===== config.mk =====
export PLATFORM = sky130hd
export DESIGN_NAME = led_fade_slew_engine
export DESIGN_NICKNAME = d
export VERILOG_FILES = /design/src/rtl/core/lfse_pkg.sv /design/src/rtl/core/lfse_slew.sv /design/src/rtl/core/led_fade_slew_engine.sv
export VERILOG_INCLUDE_DIRS = /design/src /design/src/rtl/core
export SDC_FILE = /design/constraint.sdc
export NUM_CORES = 1
export LEC_CHECK = 0
export BUFFER_PORTS_ARGS = -buffer_cell sky130_fd_sc_hd__buf_4
export CAP_MARGIN = 20
export CORE_MARGIN = 5
export CORE_UTILIZATION = 43
export DETAILED_ROUTE_END_ITERATION = 10
export GPL_ROUTABILITY_DRIVEN = 0
export PLACE_DENSITY_LB_ADDON = 0.2
export SLEW_MARGIN = 10
export SYNTH_ARGS = -nofsm -noshare
export SYNTH_HDL_FRONTEND = slang
export SYNTH_SLANG_ARGS = --single-unit

===== constraint.sdc =====
create_clock -name clk -period 12.2 [get_ports clk]
set_input_delay 1.22 -clock clk [delete_from_list [all_inputs] [get_ports clk]]
set_output_delay 1.22 -clock clk [all_outputs]
set_load 0.03 [all_outputs]

===== src/rtl/core/led_fade_slew_engine_macros.svh =====
// Assertion macros used by the fade and slew engine top level.
`ifndef LED_FADE_SLEW_ENGINE_MACROS_SVH
`define LED_FADE_SLEW_ENGINE_MACROS_SVH
`ifndef ASSERT_OFF
// Plain property check, sampled on clk and held off while in reset.
`define LFSE_ASSERT(lbl, prop, msg) \
	lbl: assert property (@(posedge clk) disable iff (!arst_n) (prop)) else $error(msg);
// Same-cycle implication check.
`define LFSE_ASSERT_IMP(lbl, ante, cons, msg) \
	lbl: assert property (@(posedge clk) disable iff (!arst_n) (ante) |-> (cons)) else $error(msg);
`else
`define LFSE_ASSERT(lbl, prop, msg)
`define LFSE_ASSERT_IMP(lbl, ante, cons, msg)
`endif
`endif


===== src/rtl/core/lfse_pkg.sv =====
// Types and constants shared by the fade and slew engine modules.
`default_nettype none
package lfse_pkg;

	// Input item kinds carried on the slave-side tuser.
	typedef enum logic [1:0] {
		KIND_BUTTON = 2'd0,
		KIND_TICK   = 2'd1,
		KIND_ENABLE = 2'd2
	} kind_t;

	// Sequencer states.
	typedef enum logic [1:0] {
		ST_IDLE,
		ST_SLEW,
		ST_REPORT,
		ST_STATUS
	} state_t;

	// Colour channel currently handled by the shared slew unit.
	typedef enum logic [1:0] {
		CH_RED   = 2'd0,
		CH_GREEN = 2'd1,
		CH_BLUE  = 2'd2
	} chan_t;

	// Configuration register indexes.
	localparam logic [2:0] REG_LEVEL_RED   = 3'd0;
	localparam logic [2:0] REG_LEVEL_GREEN = 3'd1;
	localparam logic [2:0] REG_LEVEL_BLUE  = 3'd2;
	localparam logic [2:0] REG_RISE_STEP   = 3'd3;
	localparam logic [2:0] REG_FALL_STEP   = 3'd4;

	// Reset values of the step registers.
	localparam logic [7:0] RISE_STEP_RST = 8'd18;
	localparam logic [7:0] FALL_STEP_RST = 8'd12;

	// Operands handed to the slew unit.
	typedef struct packed {
		logic [7:0] cur;
		logic [7:0] tgt;
		logic [7:0] rise;
		logic [7:0] fall;
	} slew_op_t;

	// Result returned by the slew unit.
	typedef struct packed {
		logic [7:0] nxt;
		logic       moved;
	} slew_res_t;

endpackage
`default_nettype wire


===== src/rtl/core/lfse_slew.sv =====
// Shared slew unit: moves one level toward its target by a bounded step.
`default_nettype none
module lfse_slew (
	input  lfse_pkg::slew_op_t  op,
	output lfse_pkg::slew_res_t res
);

	logic [8:0] sum;
	logic [7:0] gap;
	logic [7:0] dec;
	logic [7:0] nxt;

	// Rise is clamped at the target; fall is limited by the gap to the target.
	always_comb begin
		sum = {1'b0, op.cur} + {1'b0, op.rise};
		gap = op.cur - op.tgt;
		dec = (op.fall < gap) ? op.fall : gap;
		if (op.cur < op.tgt) begin
			nxt = (sum > {1'b0, op.tgt}) ? op.tgt : sum[7:0];
		end else begin
			nxt = op.cur - dec;
		end
		res.nxt   = nxt;
		res.moved = (nxt != op.cur);
	end

endmodule
`default_nettype wire


===== src/rtl/core/led_fade_slew_engine.sv =====
// Top level of the button LED fade and slew engine.
//
// Channel  | Direction | Beat contents (lowest bits first)
// s_*      | in        | tdata: button_index, pressed, enable_value; tuser: kind
// m_*      | out       | tdata: led_index, red, green, blue, status; tuser: is_status
// cfg_*    | in        | one register write per cycle with cfg_we high
//
// A button event gives one status beat.
// A frame tick, while enabled, walks every LED and colour through one shared slew unit,
// one channel per cycle, then gives LED_COUNT report beats if any level moved.
// An enable change clears all flags and levels and gives LED_COUNT zero beats.
// Reset: all flags and levels zero, output enabled, rise step 18, fall step 12.
// Report beats go out at one per cycle while m_tready stays high; a stall holds the walk.
`default_nettype none
`include "led_fade_slew_engine_macros.svh"
module led_fade_slew_engine #(
	parameter int LED_COUNT = 16
) (
	input  logic        clk,
	input  logic        arst_n,
	input  logic        s_tvalid,
	output logic        s_tready,
	input  logic [15:0] s_tdata,   // button_index[7:0], pressed[8], enable_value[9]
	input  logic [1:0]  s_tuser,   // kind[1:0]
	output logic        m_tvalid,
	input  logic        m_tready,
	output logic [31:0] m_tdata,   // led_index[3:0], red[11:4], green[19:12], blue[27:20],
	                               // status[28]
	output logic        m_tuser,   // is_status[0]
	output logic        m_tlast,
	input  logic        cfg_we,
	input  logic [2:0]  cfg_index,
	input  logic [7:0]  cfg_data
);

	localparam int IDX_W = (LED_COUNT > 1) ? $clog2(LED_COUNT) : 1;
	localparam logic [IDX_W-1:0] LAST_LED = IDX_W'(LED_COUNT - 1);

	// Configuration registers.
	logic [7:0] level_red_q, level_green_q, level_blue_q, rise_q, fall_q;

	// Per-LED state.
	logic       flags_q [LED_COUNT];
	logic [7:0] red_q   [LED_COUNT];
	logic [7:0] green_q [LED_COUNT];
	logic [7:0] blue_q  [LED_COUNT];
	logic       enabled_q;

	// Sequencer.
	lfse_pkg::state_t state_q, state_d;
	lfse_pkg::chan_t  ch_q;
	logic [IDX_W-1:0] led_q;
	logic             moved_q;
	logic             ld_status, ld_report;

	// Pending status of a button event.
	logic       bad_q;
	logic [3:0] sidx_q;

	// Output register.
	logic       m_tvalid_q;
	logic [3:0] out_idx_q;
	logic [7:0] out_red_q, out_green_q, out_blue_q;
	logic       out_status_q, out_is_status_q, out_last_q;

	// Input decode.
	lfse_pkg::kind_t in_kind;
	logic [7:0]      in_idx;
	logic            in_prs, in_en, in_bad, accept, out_free, last_ch, last_led;

	lfse_pkg::slew_op_t  slew_op;
	lfse_pkg::slew_res_t slew_res;

	assign in_kind  = lfse_pkg::kind_t'(s_tuser);
	assign in_idx   = s_tdata[7:0];
	assign in_prs   = s_tdata[8];
	assign in_en    = s_tdata[9];
	assign in_bad   = (in_idx >= 8'(LED_COUNT));
	assign s_tready = (state_q == lfse_pkg::ST_IDLE);
	assign accept   = s_tvalid && s_tready;
	assign out_free = !m_tvalid_q || m_tready;
	assign last_ch  = (ch_q == lfse_pkg::CH_BLUE);
	assign last_led = (led_q == LAST_LED);

	// Configuration writes.
	always_ff @(posedge clk or negedge arst_n) begin
		if (!arst_n) begin
			level_red_q   <= '0;
			level_green_q <= '0;
			level_blue_q  <= '0;
			rise_q        <= lfse_pkg::RISE_STEP_RST;
			fall_q        <= lfse_pkg::FALL_STEP_RST;
		end else if (cfg_we) begin
			unique case (cfg_index)
				lfse_pkg::REG_LEVEL_RED:   level_red_q   <= cfg_data;
				lfse_pkg::REG_LEVEL_GREEN: level_green_q <= cfg_data;
				lfse_pkg::REG_LEVEL_BLUE:  level_blue_q  <= cfg_data;
				lfse_pkg::REG_RISE_STEP:   rise_q        <= cfg_data;
				lfse_pkg::REG_FALL_STEP:   fall_q        <= cfg_data;
				default: ;
			endcase
		end
	end

	// Operands for the shared slew unit: the current channel of the current LED.
	always_comb begin
		slew_op.rise = rise_q;
		slew_op.fall = fall_q;
		unique case (ch_q)
			lfse_pkg::CH_RED: begin
				slew_op.cur = red_q[led_q];
				slew_op.tgt = flags_q[led_q] ? level_red_q : 8'd0;
			end
			lfse_pkg::CH_GREEN: begin
				slew_op.cur = green_q[led_q];
				slew_op.tgt = flags_q[led_q] ? level_green_q : 8'd0;
			end
			default: begin
				slew_op.cur = blue_q[led_q];
				slew_op.tgt = flags_q[led_q] ? level_blue_q : 8'd0;
			end
		endcase
	end

	lfse_slew u_slew (
		.op  (slew_op),
		.res (slew_res)
	);

	// State register.
	always_ff @(posedge clk or negedge arst_n) begin
		if (!arst_n) begin
			state_q <= lfse_pkg::ST_IDLE;
		end else begin
			state_q <= state_d;
		end
	end

	// Next state and load strobes.
	always_comb begin
		state_d   = state_q;
		ld_status = 1'b0;
		ld_report = 1'b0;
		unique case (state_q)
			lfse_pkg::ST_IDLE: begin
				if (accept) begin
					unique case (in_kind)
						lfse_pkg::KIND_BUTTON: state_d = lfse_pkg::ST_STATUS;
						lfse_pkg::KIND_TICK: begin
							if (enabled_q) state_d = lfse_pkg::ST_SLEW;
						end
						lfse_pkg::KIND_ENABLE: begin
							if (in_en != enabled_q) state_d = lfse_pkg::ST_REPORT;
						end
						default: ;
					endcase
				end
			end
			lfse_pkg::ST_SLEW: begin
				if (last_ch && last_led) begin
					state_d = (moved_q || slew_res.moved) ? lfse_pkg::ST_REPORT
					                                      : lfse_pkg::ST_IDLE;
				end
			end
			lfse_pkg::ST_REPORT: begin
				if (out_free) begin
					ld_report = 1'b1;
					if (last_led) state_d = lfse_pkg::ST_IDLE;
				end
			end
			lfse_pkg::ST_STATUS: begin
				if (out_free) begin
					ld_status = 1'b1;
					state_d   = lfse_pkg::ST_IDLE;
				end
			end
			default: state_d = lfse_pkg::ST_IDLE;
		endcase
	end

	// Walk counters over LEDs and channels.
	always_ff @(posedge clk or negedge arst_n) begin
		if (!arst_n) begin
			led_q   <= '0;
			ch_q    <= lfse_pkg::CH_RED;
			moved_q <= 1'b0;
		end else if (accept) begin
			led_q   <= '0;
			ch_q    <= lfse_pkg::CH_RED;
			moved_q <= 1'b0;
		end else if (state_q == lfse_pkg::ST_SLEW) begin
			moved_q <= moved_q || slew_res.moved;
			unique case (ch_q)
				lfse_pkg::CH_RED:   ch_q <= lfse_pkg::CH_GREEN;
				lfse_pkg::CH_GREEN: ch_q <= lfse_pkg::CH_BLUE;
				default: begin
					ch_q  <= lfse_pkg::CH_RED;
					led_q <= last_led ? '0 : led_q + IDX_W'(1);
				end
			endcase
		end else if (ld_report) begin
			led_q <= last_led ? '0 : led_q + IDX_W'(1);
		end
	end

	// Status of a button event, captured when the event is taken.
	always_ff @(posedge clk) begin
		if (accept) begin
			bad_q  <= in_bad;
			sidx_q <= in_idx[3:0];
		end
	end

	// Per-LED flags and levels: button writes, enable clears and slew write-back.
	always_ff @(posedge clk or negedge arst_n) begin
		if (!arst_n) begin
			enabled_q <= 1'b1;
			for (int i = 0; i < LED_COUNT; i++) begin
				flags_q[i] <= 1'b0;
				red_q[i]   <= '0;
				green_q[i] <= '0;
				blue_q[i]  <= '0;
			end
		end else if (accept && in_kind == lfse_pkg::KIND_BUTTON) begin
			if (!in_bad) flags_q[in_idx[IDX_W-1:0]] <= in_prs;
		end else if (accept && in_kind == lfse_pkg::KIND_ENABLE) begin
			if (in_en != enabled_q) begin
				enabled_q <= in_en;
				for (int i = 0; i < LED_COUNT; i++) begin
					flags_q[i] <= 1'b0;
					red_q[i]   <= '0;
					green_q[i] <= '0;
					blue_q[i]  <= '0;
				end
			end
		end else if (state_q == lfse_pkg::ST_SLEW) begin
			unique case (ch_q)
				lfse_pkg::CH_RED:   red_q[led_q]   <= slew_res.nxt;
				lfse_pkg::CH_GREEN: green_q[led_q] <= slew_res.nxt;
				default:            blue_q[led_q]  <= slew_res.nxt;
			endcase
		end
	end

	// Output register valid.
	always_ff @(posedge clk or negedge arst_n) begin
		if (!arst_n) begin
			m_tvalid_q <= 1'b0;
		end else if (ld_status || ld_report) begin
			m_tvalid_q <= 1'b1;
		end else if (m_tready) begin
			m_tvalid_q <= 1'b0;
		end
	end

	// Output register payload.
	always_ff @(posedge clk) begin
		if (ld_status) begin
			out_idx_q       <= bad_q ? 4'd0 : sidx_q;
			out_red_q       <= '0;
			out_green_q     <= '0;
			out_blue_q      <= '0;
			out_status_q    <= bad_q;
			out_is_status_q <= 1'b1;
			out_last_q      <= 1'b1;
		end else if (ld_report) begin
			out_idx_q       <= 4'(led_q);
			out_red_q       <= red_q[led_q];
			out_green_q     <= green_q[led_q];
			out_blue_q      <= blue_q[led_q];
			out_status_q    <= 1'b0;
			out_is_status_q <= 1'b0;
			out_last_q      <= last_led;
		end
	end

	assign m_tvalid = m_tvalid_q;
	assign m_tdata  = {3'b000, out_status_q, out_blue_q, out_green_q, out_red_q, out_idx_q};
	assign m_tuser  = out_is_status_q;
	assign m_tlast  = out_last_q;

	// A status beat is always the last beat of its event.
	`LFSE_ASSERT_IMP(a_status_last, m_tvalid && m_tuser, m_tlast, "status beat without tlast")
	// The final report beat carries the highest LED index.
	`LFSE_ASSERT_IMP(a_report_last_idx, m_tvalid && !m_tuser && m_tlast,
		m_tdata[3:0] == 4'(LED_COUNT - 1), "last report beat has wrong LED index")
	// The channel counter never leaves the three colours.
	`LFSE_ASSERT(a_chan_range, ch_q <= lfse_pkg::CH_BLUE, "channel counter out of range")

endmodule
`default_nettype wire


## Yosys cells after proc, flatten, opt, wreduce, memory -nomap -nowiden

Cells that the tools add are included.

- $add $sub $neg: 4
- Equality and inequality tests: 26
- $lt $le $gt $ge: 8
- Muxes and demuxes: 71
- Bitwise gates (word level): 3
- Reduce and logical (&&, ||, !) cells: 36

Operators by type and width:

| operator | count |
|---|---|
| 128-bit 2-to-1 mux | 10 |
| 128-bit bitwise mux | 3 |
| 8-bit 2-to-1 mux | 13 |
| 8-bit binary-select mux with 4-bit select | 3 |
| 16-bit 2-to-1 mux | 4 |
| 8-bit demux with 4-bit select | 1 |
| 4-bit 2-to-1 mux | 8 |
| 16-bit case mux with 2 select lines | 1 |
| 2-bit 2-to-1 mux | 10 |
| 16-bit bitwise mux | 1 |
| 8-bit < comparator | 2 |
| 2-bit nonzero test | 8 |
| 8-bit subtractor | 2 |
| 1-bit 2-to-1 mux | 12 |
| 2-bit AND reduction | 6 |
| 4-bit AND reduction | 3 |
| 5-bit greater-or-equal comparator (second input constant) | 2 |
| 5-bit by 1-bit < comparator with 1-bit output (second input constant) | 2 |
| 2-bit != test (second input constant) | 5 |
| 4-bit NOT with 5-bit output | 2 |
| 8-bit by 8-bit adder with 9-bit output | 1 |
| 9-bit by 8-bit greater-than comparator with 1-bit output | 1 |
| 2-bit equality test (second input constant) | 4 |
| 8-bit by 5-bit greater-or-equal comparator with 1-bit output (second input constant) | 1 |
| other kinds (27) | 43 |

- Register bits: 487
- Output and inout bits: 36
- Logic and storage cells: 232
- Bits of input ports: 34

## Longest topological paths before layout

Gate-level depths: netlist (run 1).

- Depth in word-level cells: 16
- Mapped depth: 35
- Mapped depth without buffers: 30

## Modules after synthesis

From an unflattened synthesis (run 1), not the netlist that was laid out.

- Cell total of the unflattened synthesis: 1971
- Area, all modules: 24118.1 um^2

By module, submodules not included:

| module | seq. area each (um^2) | area each (um^2) | cells each | times used |
|---|---|---|---|---|
| led_fade_slew_engine | 12112.9 | 22197.5 | 1726 | 1 |
| lfse_slew | 0.0 | 1920.6 | 245 | 1 |

## Worst setup path after synthesis (run 1)

OpenSTA, ideal clock, no wires.

- Path kind: register -> register
- Start: register led_q[0]
- End: register blue_q[119] in the netlist's numbering
- Arrival time: 7.427 ns
- Stages on the path, launching flop included: 33
- Library setup time: 0.077 ns
- Path slack: 4.696 ns
- Clock period less this slack: 7.504 ns
- Buffers on the path: 5
- Required time: 12.123 ns
- Cell sequence: dfrtp_1 -> buf_6 -> buf_2 -> buf_2 -> mux4_2 -> mux4_2 -> nand2_1 -> o21ai_0 -> inv_1 -> ha_1 -> inv_1 -> fa_1 -> a211oi_1 -> o21bai_1 -> a21oi_1 -> xor2_1 -> ha_1 -> a2111oi_0 -> o2bb2ai_1 -> a31oi_1 -> clkbuf_1 -> mux2_2 -> ha_1 -> nand3_1 -> a21oi_1 -> nor4b_1 -> or3_1 -> and3_1 -> o31a_1 -> o31ai_4 -> nand3_1 -> buf_4 -> o21ai_1

- Longest elaborated chain between the ends: 15
- Elaborated cells on any way between the ends: 35
- Classes of those cells: add/sub: 3; order compare: 5; mux: 25; bitwise: 1; reduce/logical: 1

Ends and longest elaborated chain:

| element | RTL line | source |
|---|---|---|
| from (decl) | led_fade_slew_engine.sv:52 | `logic [IDX_W-1:0] led_q;` |
| from (signal assigned) | led_fade_slew_engine.sv:198 | `led_q <= last_led ? '0 : led_q + IDX_W'(1);` |
| from (signal assigned) | led_fade_slew_engine.sv:202 | `led_q <= last_led ? '0 : led_q + IDX_W'(1);` |
| 4-bit NOT with 5-bit output (implied by the code) (*) | n/a |  |
| 1-bit binary-select mux with 4-bit select | led_fade_slew_engine.sv:112, led_fade_slew_engine.sv:116, led_fade_slew_engine.sv:120 |  |
| 1-bit 2-to-1 mux (implied by the code) (2 in a row) | led_fade_slew_engine.sv:112, led_fade_slew_engine.sv:116, led_fade_slew_engine.sv:120 |  |
| 8-bit 2-to-1 mux, on equally long branches | led_fade_slew_engine.sv:120, led_fade_slew_engine.sv:112, led_fade_slew_engine.sv:116 |  |
| 16-bit case mux with 2 select lines | led_fade_slew_engine.sv:109 | `unique case (ch_q)` |
| 8-bit subtractor | lfse_slew.sv:16 | `gap = op.cur - op.tgt;` |
| 8-bit < comparator | lfse_slew.sv:17 | `dec = (op.fall < gap) ? op.fall : gap;` |
| 8-bit 2-to-1 mux | lfse_slew.sv:17 |  |
| 8-bit subtractor | lfse_slew.sv:21 | `nxt = op.cur - dec;` |
| 8-bit 2-to-1 mux | lfse_slew.sv:18 | `if (op.cur < op.tgt) begin` |
| 128-bit bitwise mux (*) | led_fade_slew_engine.sv:240 | `default: blue_q[led_q] <= slew_res.nxt;` |
| 128-bit 2-to-1 mux (*) | led_fade_slew_engine.sv:237 | `unique case (ch_q)` |
| 128-bit 2-to-1 mux (*) | led_fade_slew_engine.sv:236 | `end else if (state_q == lfse_pkg::ST_SLEW) begin` |
| 128-bit 2-to-1 mux (*) | led_fade_slew_engine.sv:226 | `end else if (accept && in_kind == lfse_pkg::KIND_ENABLE) begin` |
| to (signal, indexed assignment) | led_fade_slew_engine.sv:240 |  |
| to (decl) | led_fade_slew_engine.sv:46 | `logic [7:0] blue_q [LED_COUNT];` |

Mark *: on every way between the ends. The rest lies on a longest branch, timed or not. The select of a mux whose other input is x is not followed.
A chain may end at the register's enable or synchronous reset.

## Worst setup path after layout (run 1)

- Start: register led_q[0]
- End: register blue_q[31] in the netlist's numbering

Same word-level chain as after synthesis.

==> metrics, run 1 <==
Worst Setup End Kind register; HPWL Detailed 46800 µm; most frequent cells in the layout nand2_1, dfrtp_1, o21ai_0; Compound-Gate Fraction of Synth Area 0.155; CP delay by family, top compound AO/OA/AOI/OAI gates; RR Endpoint blue_q[31]; CTS Root Buffer Type clkbuf_16; Async SR Flop Fraction 0.926; first-pass GRT wire length 107000 µm; initial antenna violation count 0; Num CTS Buffers 52; Syn Area/Cell 10.6 µm²; Post-synth EDFFs 10; slew margin rel. 0.265; r2r worst-path depth 26; slowest stage delay, CP 930 ps; Post-DRT Antenna Nets 0; status completed; CTS clock-pin slew for the worst setup and hold paths 60 ps; Setup crit start kind register; CTS resizes 0; IO buf count 60; Via density 5.96; Main synth FF type dfrtp_1; sum of negative setup slack 0 ps; Final Cycle Share 0.772; NumNets Final 2292; Clock Path Buffers 3; hold path start m_tuser; worst r2r src led_q[0]; total wire length 68300 µm; Top-Level Pins 70; initial detailed-routing violation count 1620; final hold vios 0; XOR/XNOR Fraction of Synth Area 0.00718; mux share of post-synthesis cell area 0.137; Max-Cap Viols 0; vias in the first global route 17716; reg2reg setup slack 2780 ps; Worst Path Arrival 9920 ps; gr usage total 0.230; Yosys warnings 0; Worst Path Class, Setup reg -> reg; clk_skew 25.5 ps; Worst Tran Pin Value 1100 ps; Area Growth Syn to Fin 11.9%; adder-cell share of the synthesized area 0.0258; Die W 242 µm; DR vias 17565; final setup fails 0; Cell variety after synth 69; CP required 12700 ps; minimum clock period 9420 ps; Routed WL per cell 23.2 µm; commonest non-fill, non-tap cell in the layout nand2_1; maximum fanout along the worst path 34; RSZ-0062 raised after global routing false; GRT overflow 0; die area 58600 µm²; number of buffers and inverters on the critical path 2; initial core utilization 0.432; design area 25900 µm²; sequential share of the synthesized area 0.523; FMAX 0.106 GHz; FP Rows 85; fraction of layout cells with a size suffix above 1 0.151; CTS Sinks 487; cell repeated most along the worst path ha_1; hold depth 2; Synth Register Bits 487; Worst Hold Class reg -> reg; Slew Viols, Final 0; CTS tree done; sink of the worst hold path m_tuser; Crit-path slowest cell dfrtp_4; largest family of logic cells by synthesized area compound AO/OA/AOI/OAI gates; H-Tree Depth 2; antenna cells 0; Hold Buf Count CTS 0; DRC errors left 0; Clock Latency Late Sink 610 ps; simple-gate share of the synthesized area 0.123; iteration count of the initial detailed-routing pass 5; placed cell area 24200 µm²; CORE AREA 53600 µm²; post-CTS setup buffer count 0; die height 242 µm; cell count after synthesis 2189; Mapped Area 23200 µm²; pin count of the biggest net entering global routing 85; Layout fillers 4973
## Yosys cell counts (20+ instances only)
cell type  number  area share
o21ai_1        59       0.013
dfxtp_1        26       0.022
nor2_1         37      0.0060
a22o_1         40       0.015
mux2i_1        29       0.013
mux4_2        107        0.10
a21oi_1        28      0.0060
dfrtp_1       446        0.48
inv_1          28      0.0045
o21ai_0       407       0.088
ha_1           43       0.023
mux2_2         43       0.021
a22oi_1        23      0.0075
nand3_1        20      0.0043
clkbuf_1       86       0.014
nand2_1       509       0.082
## routing by layer
layer	part of all wire	vias to the layer above	wire, µm	GRT usage
met2	0.48	603	32500	0.369
met3	0.070	108	4760	0.0470
met5	0	-	0	0
met4	0.029	0	1980	0.0695
li1	-	7876	-	-
met1	0.43	8978	29100	0.319
## sequential cells by signal, summed over array words and instances, names as in the netlist, 2 cells and up
signal / flops
level_green_q: 8
blue_q: 128
flags_q: 16
level_blue_q: 8
state_q: 2
green_q: 128
red_q: 128
led_q: 4
ch_q: 2
out_green_q: 8
out_blue_q: 8
out_red_q: 8
out_idx_q: 4
rise_q: 8
sidx_q: 4
level_red_q: 8
fall_q: 8
## worst reg2reg max path, stage by stage, from the launching register on
cell and delay, ps:
dfrtp_4 930, buf_4 570, mux4_2 620, mux4_2 550, and2_0 190, a221o_1 440, ha_1 340, nor2b_1 140
o31a_1 280, o21ai_0 170, nand2b_1 90, xnor2_1 190, ha_1 270, a2111oi_0 540, a31oi_1 370, buf_4 270
mux2_2 280, ha_1 350, nand3_1 100, a21oi_1 220, nor4b_1 90, or3_1 410, and3_1 230, o31a_1 310
o31ai_4 490, nand3_1 550, o21ai_0 320
## layout make-up
cell class,instances,area (µm²),share of cell area
tap,696,871,0.0336
clock buffer,77,1550,0.0597
timing repair buffer,90,776,0.0299
sequential,487,12100,0.468
clock inverter,15,88.8,0.00343
multi-input combinational,1553,10400,0.402
inverter,28,105,0.00405
## logic make-up after synthesis
family,after synthesis
other,1
AO/OA/AOI/OAI,630
buffers and inverters,151
AND/OR/NAND/NOR,676
adder cells (fa/ha/maj),46
multiplexers,179
XOR/XNOR,19
flip-flops,487
## how the worst max path moves through the flow
| stage | from | endpoint | slack, ps | depth (start not counted) |
|---|---|---|---|---|
| floorplan | led_q[0] | blue_q[119] | 4700 | 32 |
| CTS | led_q[0] | blue_q[6] | 2610 | 27 |
| detailed placement | led_q[0] | red_q[94] | 2650 | 27 |
| global placement | led_q[0] | red_q[46] | 2790 | 26 |
| global route | led_q[0] | blue_q[15] | 2300 | 26 |
| finish | led_q[0] | blue_q[31] | 2780 | 26 |
## per-stage QoR
step / hold slack (ps) / utilization / setup WS, ps / std cells
after detailed placement: 462 / 0.451 / 2650 / 2850
after floorplan: 445 / - / 4700 / 2191
final: 467 / 0.484 / 2780 / 2946
after global placement: 448 / 0.451 / 2790 / 2849
after CTS: 471 / 0.482 / 2610 / 2942
after global routing: 488 / 0.484 / 2300 / 2946
Power of run 1 is not shown: default switching activity piles up to over one toggle a cycle in this logic, so the estimate is an artifact.
==> inputs of run 2 (changes only) <==
==> constraint.sdc (replaced) <==
create_clock -name clk -period 8.5 [get_ports clk]
set_input_delay 0.85 -clock clk [delete_from_list [all_inputs] [get_ports clk]]
set_output_delay 0.85 -clock clk [all_outputs]
set_load 0.03 [all_outputs]
==> metrics, run 2 (synthesis results as in run 1) <==
Top-Level Pins 70; CTS clock-pin slew for the worst setup and hold paths 60 ps; H-Tree Depth 2; HPWL Detailed 48400 µm; Worst Setup End Kind register; iteration count of the initial detailed-routing pass 6; RSZ-0062 raised after global routing false; DRC errors left 0; Post-DRT Antenna Nets 0; Worst Path Class, Setup reg -> reg; DR vias 17829; slew margin rel. 0.260; Die W 242 µm; initial antenna violation count 0; number of buffers and inverters on the critical path 7; gr usage total 0.236; sum of negative setup slack 0 ps; Routed WL per cell 23.4 µm; Slew Viols, Final 0; IO buf count 60; Clock Path Buffers 3; initial detailed-routing violation count 1937; pin count of the biggest net entering global routing 149; CORE AREA 53600 µm²; biggest regs blue_q: 128 flops, green_q: 128 flops, red_q: 128 flops; Final Cycle Share 0.947; Area Growth Syn to Fin 13.7%; Worst Tran Pin Value 1110 ps; status completed; cell repeated most along the worst path a21oi_1; NumNets Final 2329; fraction of layout cells with a size suffix above 1 0.168; slowest stage delay, CP 550 ps; CP delay by family, top compound AO/OA/AOI/OAI gates; Hold Buf Count CTS 0; maximum fanout along the worst path 14; CTS tree done; CP required 8990 ps; total wire length 70000 µm; antenna cells 0; Num CTS Buffers 51; Setup crit start led_q[0]; minimum clock period 8050 ps; most frequent cells in the layout nand2_1, dfrtp_1, o21ai_0; Via density 5.97; Max-Cap Viols 0; final setup fails 0; Setup crit start kind register; first-pass GRT wire length 108000 µm; FP Rows 85; Crit-path slowest cell mux4_2; Layout fillers 4883; commonest non-fill, non-tap cell in the layout nand2_1; CTS Sinks 487; final hold vios 0; die height 242 µm; Clock Latency Late Sink 610 ps; clk_skew 20.8 ps; initial core utilization 0.432; GRT overflow 0; FMAX 0.124 GHz; Worst Path Arrival 8530 ps; worst r2r src led_q[0]; vias in the first global route 17997; die area 58600 µm²; CTS Root Buffer Type clkbuf_16; Worst Hold Class in -> async
==> run 2: cell types whose count changed in the layout (fill, tap and decap cells not counted), sizes merged <==
cell	delta
bufinv	+3
inv	+2
buf	+38
clkinv	+2
clkbuf	-5
clkinvlp	-1
==> run 2: path summary, 6_finish.rpt <==
check / to / slack (ps) / cells past startpoint
max reg2reg: state_q[1] / 450 / 34
min reg2reg: m_tuser / 460 / 2
max: state_q[1] / 450 / 34
min in group clk: m_tuser / 460 / 2
max in group asynchronous: blue_q[22] / 6780 / 2
min: red_q[107] / 240 / 1
==> run 2: final cells by class <==
class	count	area, µm²	area share
sequential	487	12100	0.460
timing repair buffer	128	1100	0.0416
clock inverter	21	213	0.00807
inverter	28	105	0.00399
multi-input combinational	1553	10400	0.396
tap	696	871	0.0331
clock buffer	72	1510	0.0572
==> run 2: through the flow <==
step / worst slack [ps] / area (µm²) / hold WS [ps] / util / std cells
after floorplan: 996 / 23200 / 445 / - / 2191
after global placement: 185 / 24500 / 449 / 0.457 / 2883
after detailed placement: 68.2 / 24500 / 450 / 0.457 / 2883
after CTS: 37.8 / 26200 / 266 / 0.489 / 2976
after global routing: 11.1 / 26300 / 292 / 0.492 / 2985
final: 452 / 26300 / 242 / 0.492 / 2985
==> run 2: what timing repair did <==
| item | CTS | global route |
|---|---|---|
| buffers inserted | 0 | 8 |
| gates resized for setup | 0 | 4 |
| setup endpoints to repair | 0 | 162 |
==> run 2: metal layers <==
| layer | GRT usage | part of all wire | up-vias |
|---|---|---|---|
| met4 | 0.0799 | 0.032 | 0 |
| met2 | 0.375 | 0.47 | 655 |
| li1 | - | - | 7972 |
| met3 | 0.0530 | 0.078 | 146 |
| met1 | 0.325 | 0.42 | 9056 |
| met5 | 0 | 0 | - |
Power of run 2 is left out for the same reason.
==> inputs of run 3 (changes only) <==
--- a/config.mk
+++ b/config.mk
@@ -9,7 +9,7 @@
 export BUFFER_PORTS_ARGS = -buffer_cell sky130_fd_sc_hd__buf_4
 export CAP_MARGIN = 20
 export CORE_MARGIN = 5
-export CORE_UTILIZATION = 43
+export CORE_UTILIZATION = 35
 export DETAILED_ROUTE_END_ITERATION = 10
 export GPL_ROUTABILITY_DRIVEN = 0
 export PLACE_DENSITY_LB_ADDON = 0.2
==> metrics, run 3 (synthesis results as in run 1) <==
sum of negative setup slack 0 ps; GR Util met2 0.328; maximum fanout along the worst path 15; Die W 267 µm; initial detailed-routing violation count 1699; CTS Sinks 487; Top-Level Pins 70; slew margin rel. 0.222; Layout Utilization 0.405; CP delay by family, top compound AO/OA/AOI/OAI gates; status completed; die height 267 µm; FMAX 0.125 GHz; Via density 5.63; first-pass GRT wire length 113000 µm; GR Layer Usage met3 0.0325; Crit-path slowest cell mux4_2; CP required 9020 ps; Global Route met1 Usage 0.288; Area Growth Syn to Fin 15.1%; Routed WL per cell 23.5 µm; fraction of layout cells with a size suffix above 1 0.169; CTS tree done; RSZ-0062 raised after global routing false; DR vias 17824; number of buffers and inverters on the critical path 5; reg2reg setup slack 520 ps; minimum clock period 7980 ps; DRC errors left 0; vias in the first global route 17998; GRT overflow 0; Clock Path Buffers 3; most frequent cells in the layout nand2_1, dfrtp_1, o21ai_0; biggest regs blue_q: 128 flops, green_q: 128 flops, red_q: 128 flops; initial antenna violation count 1; Setup crit start kind register; Worst Path Class, Setup reg -> reg; H-Tree Depth 2; final setup fails 0; initial core utilization 0.352; cell repeated most along the worst path buf_4; Num CTS Buffers 53; CORE AREA 65700 µm²; CTS Root Buffer Type clkbuf_16; IO buf count 60; CTS clock-pin slew for the worst setup and hold paths 60 ps; Worst Tran Pin Value 1170 ps; Worst Hold Class in -> async; commonest non-fill, non-tap cell in the layout nand2_1; Worst Path Arrival 8500 ps; die area 71400 µm²; HPWL Detailed 50800 µm; iteration count of the initial detailed-routing pass 5; gr usage total 0.205; Worst Setup End Kind register; Slew Viols, Final 0; Final Cycle Share 0.939; FP Rows 94; pin count of the biggest net entering global routing 160; Clock Latency Late Sink 620 ps; Max-Cap Viols 0; NumNets Final 2337; Post-DRT Antenna Nets 0; GRT busiest layer met2; total wire length 74300 µm; slowest stage delay, CP 610 ps; clk_skew 24.7 ps; Layout fillers 6368; final hold vios 0
[run 3: final cells by class]
type / count / area (µm²) / area share
well taps: 864 / 1080 / 0.0406
repair buffers: 134 / 1100 / 0.0414
diodes: 2 / 5.00 / 0.000188
inverters: 28 / 105 / 0.00394
multi-input cells: 1553 / 10400 / 0.391
clock buffers: 77 / 1510 / 0.0566
flip-flops and latches: 487 / 12100 / 0.455
clock inverters: 22 / 303 / 0.0114
[run 3: what timing repair did]
item,CTS,global route
gates resized for setup,0,4
setup buffers,0,6
hold endpoints to repair,0,0
endpoints found under the setup margin,0,54
hold buffers,0,0
[run 3: metal layers]
layer	share of wire	vias up
li1	-	7983
met1	0.44	9134
met2	0.47	575
met3	0.061	132
met4	0.031	0
met5	0	-
[run 3: per-stage QoR]
stage / setup slack (ps) / instances / area, µm² / hold slack [ps]
floorplan: 996 / 2191 / 23200 / 445
global placement: 338 / 3057 / 24700 / 452
detailed placement: 239 / 3058 / 24700 / 453
CTS: 192 / 3157 / 26600 / 402
global route: 35.8 / 3165 / 26700 / 451
finish: 522 / 3167 / 26700 / 300
[run 3: worst reg2reg max path: cells and delay by family (launching register included)]
| family | cells | cell delay [ps] |
|---|---|---|
| flip-flops | 1 | 570 |
| AND/OR/NAND/NOR | 7 | 1490 |
| buffers and inverters | 5 | 1030 |
| multiplexers | 3 | 1540 |
| XOR/XNOR | 1 | 350 |
| AO/OA/AOI/OAI | 10 | 1950 |
| adder cells (fa/ha/maj) | 3 | 980 |
[run 3: path summary, 6_finish.rpt]
kind	startpoint	end	depth (start not counted)
worst max register to register	led_q[0]	green_q[31]	29
worst min register to register	m_tuser	m_tuser	2
worst max-delay path	led_q[0]	green_q[31]	29
worst min-delay path	arst_n	green_q[37]	1
min in group clk	m_tuser	m_tuser	2
max in group asynchronous	arst_n	red_q[114]	3
Power of run 3 is left out for the same reason.
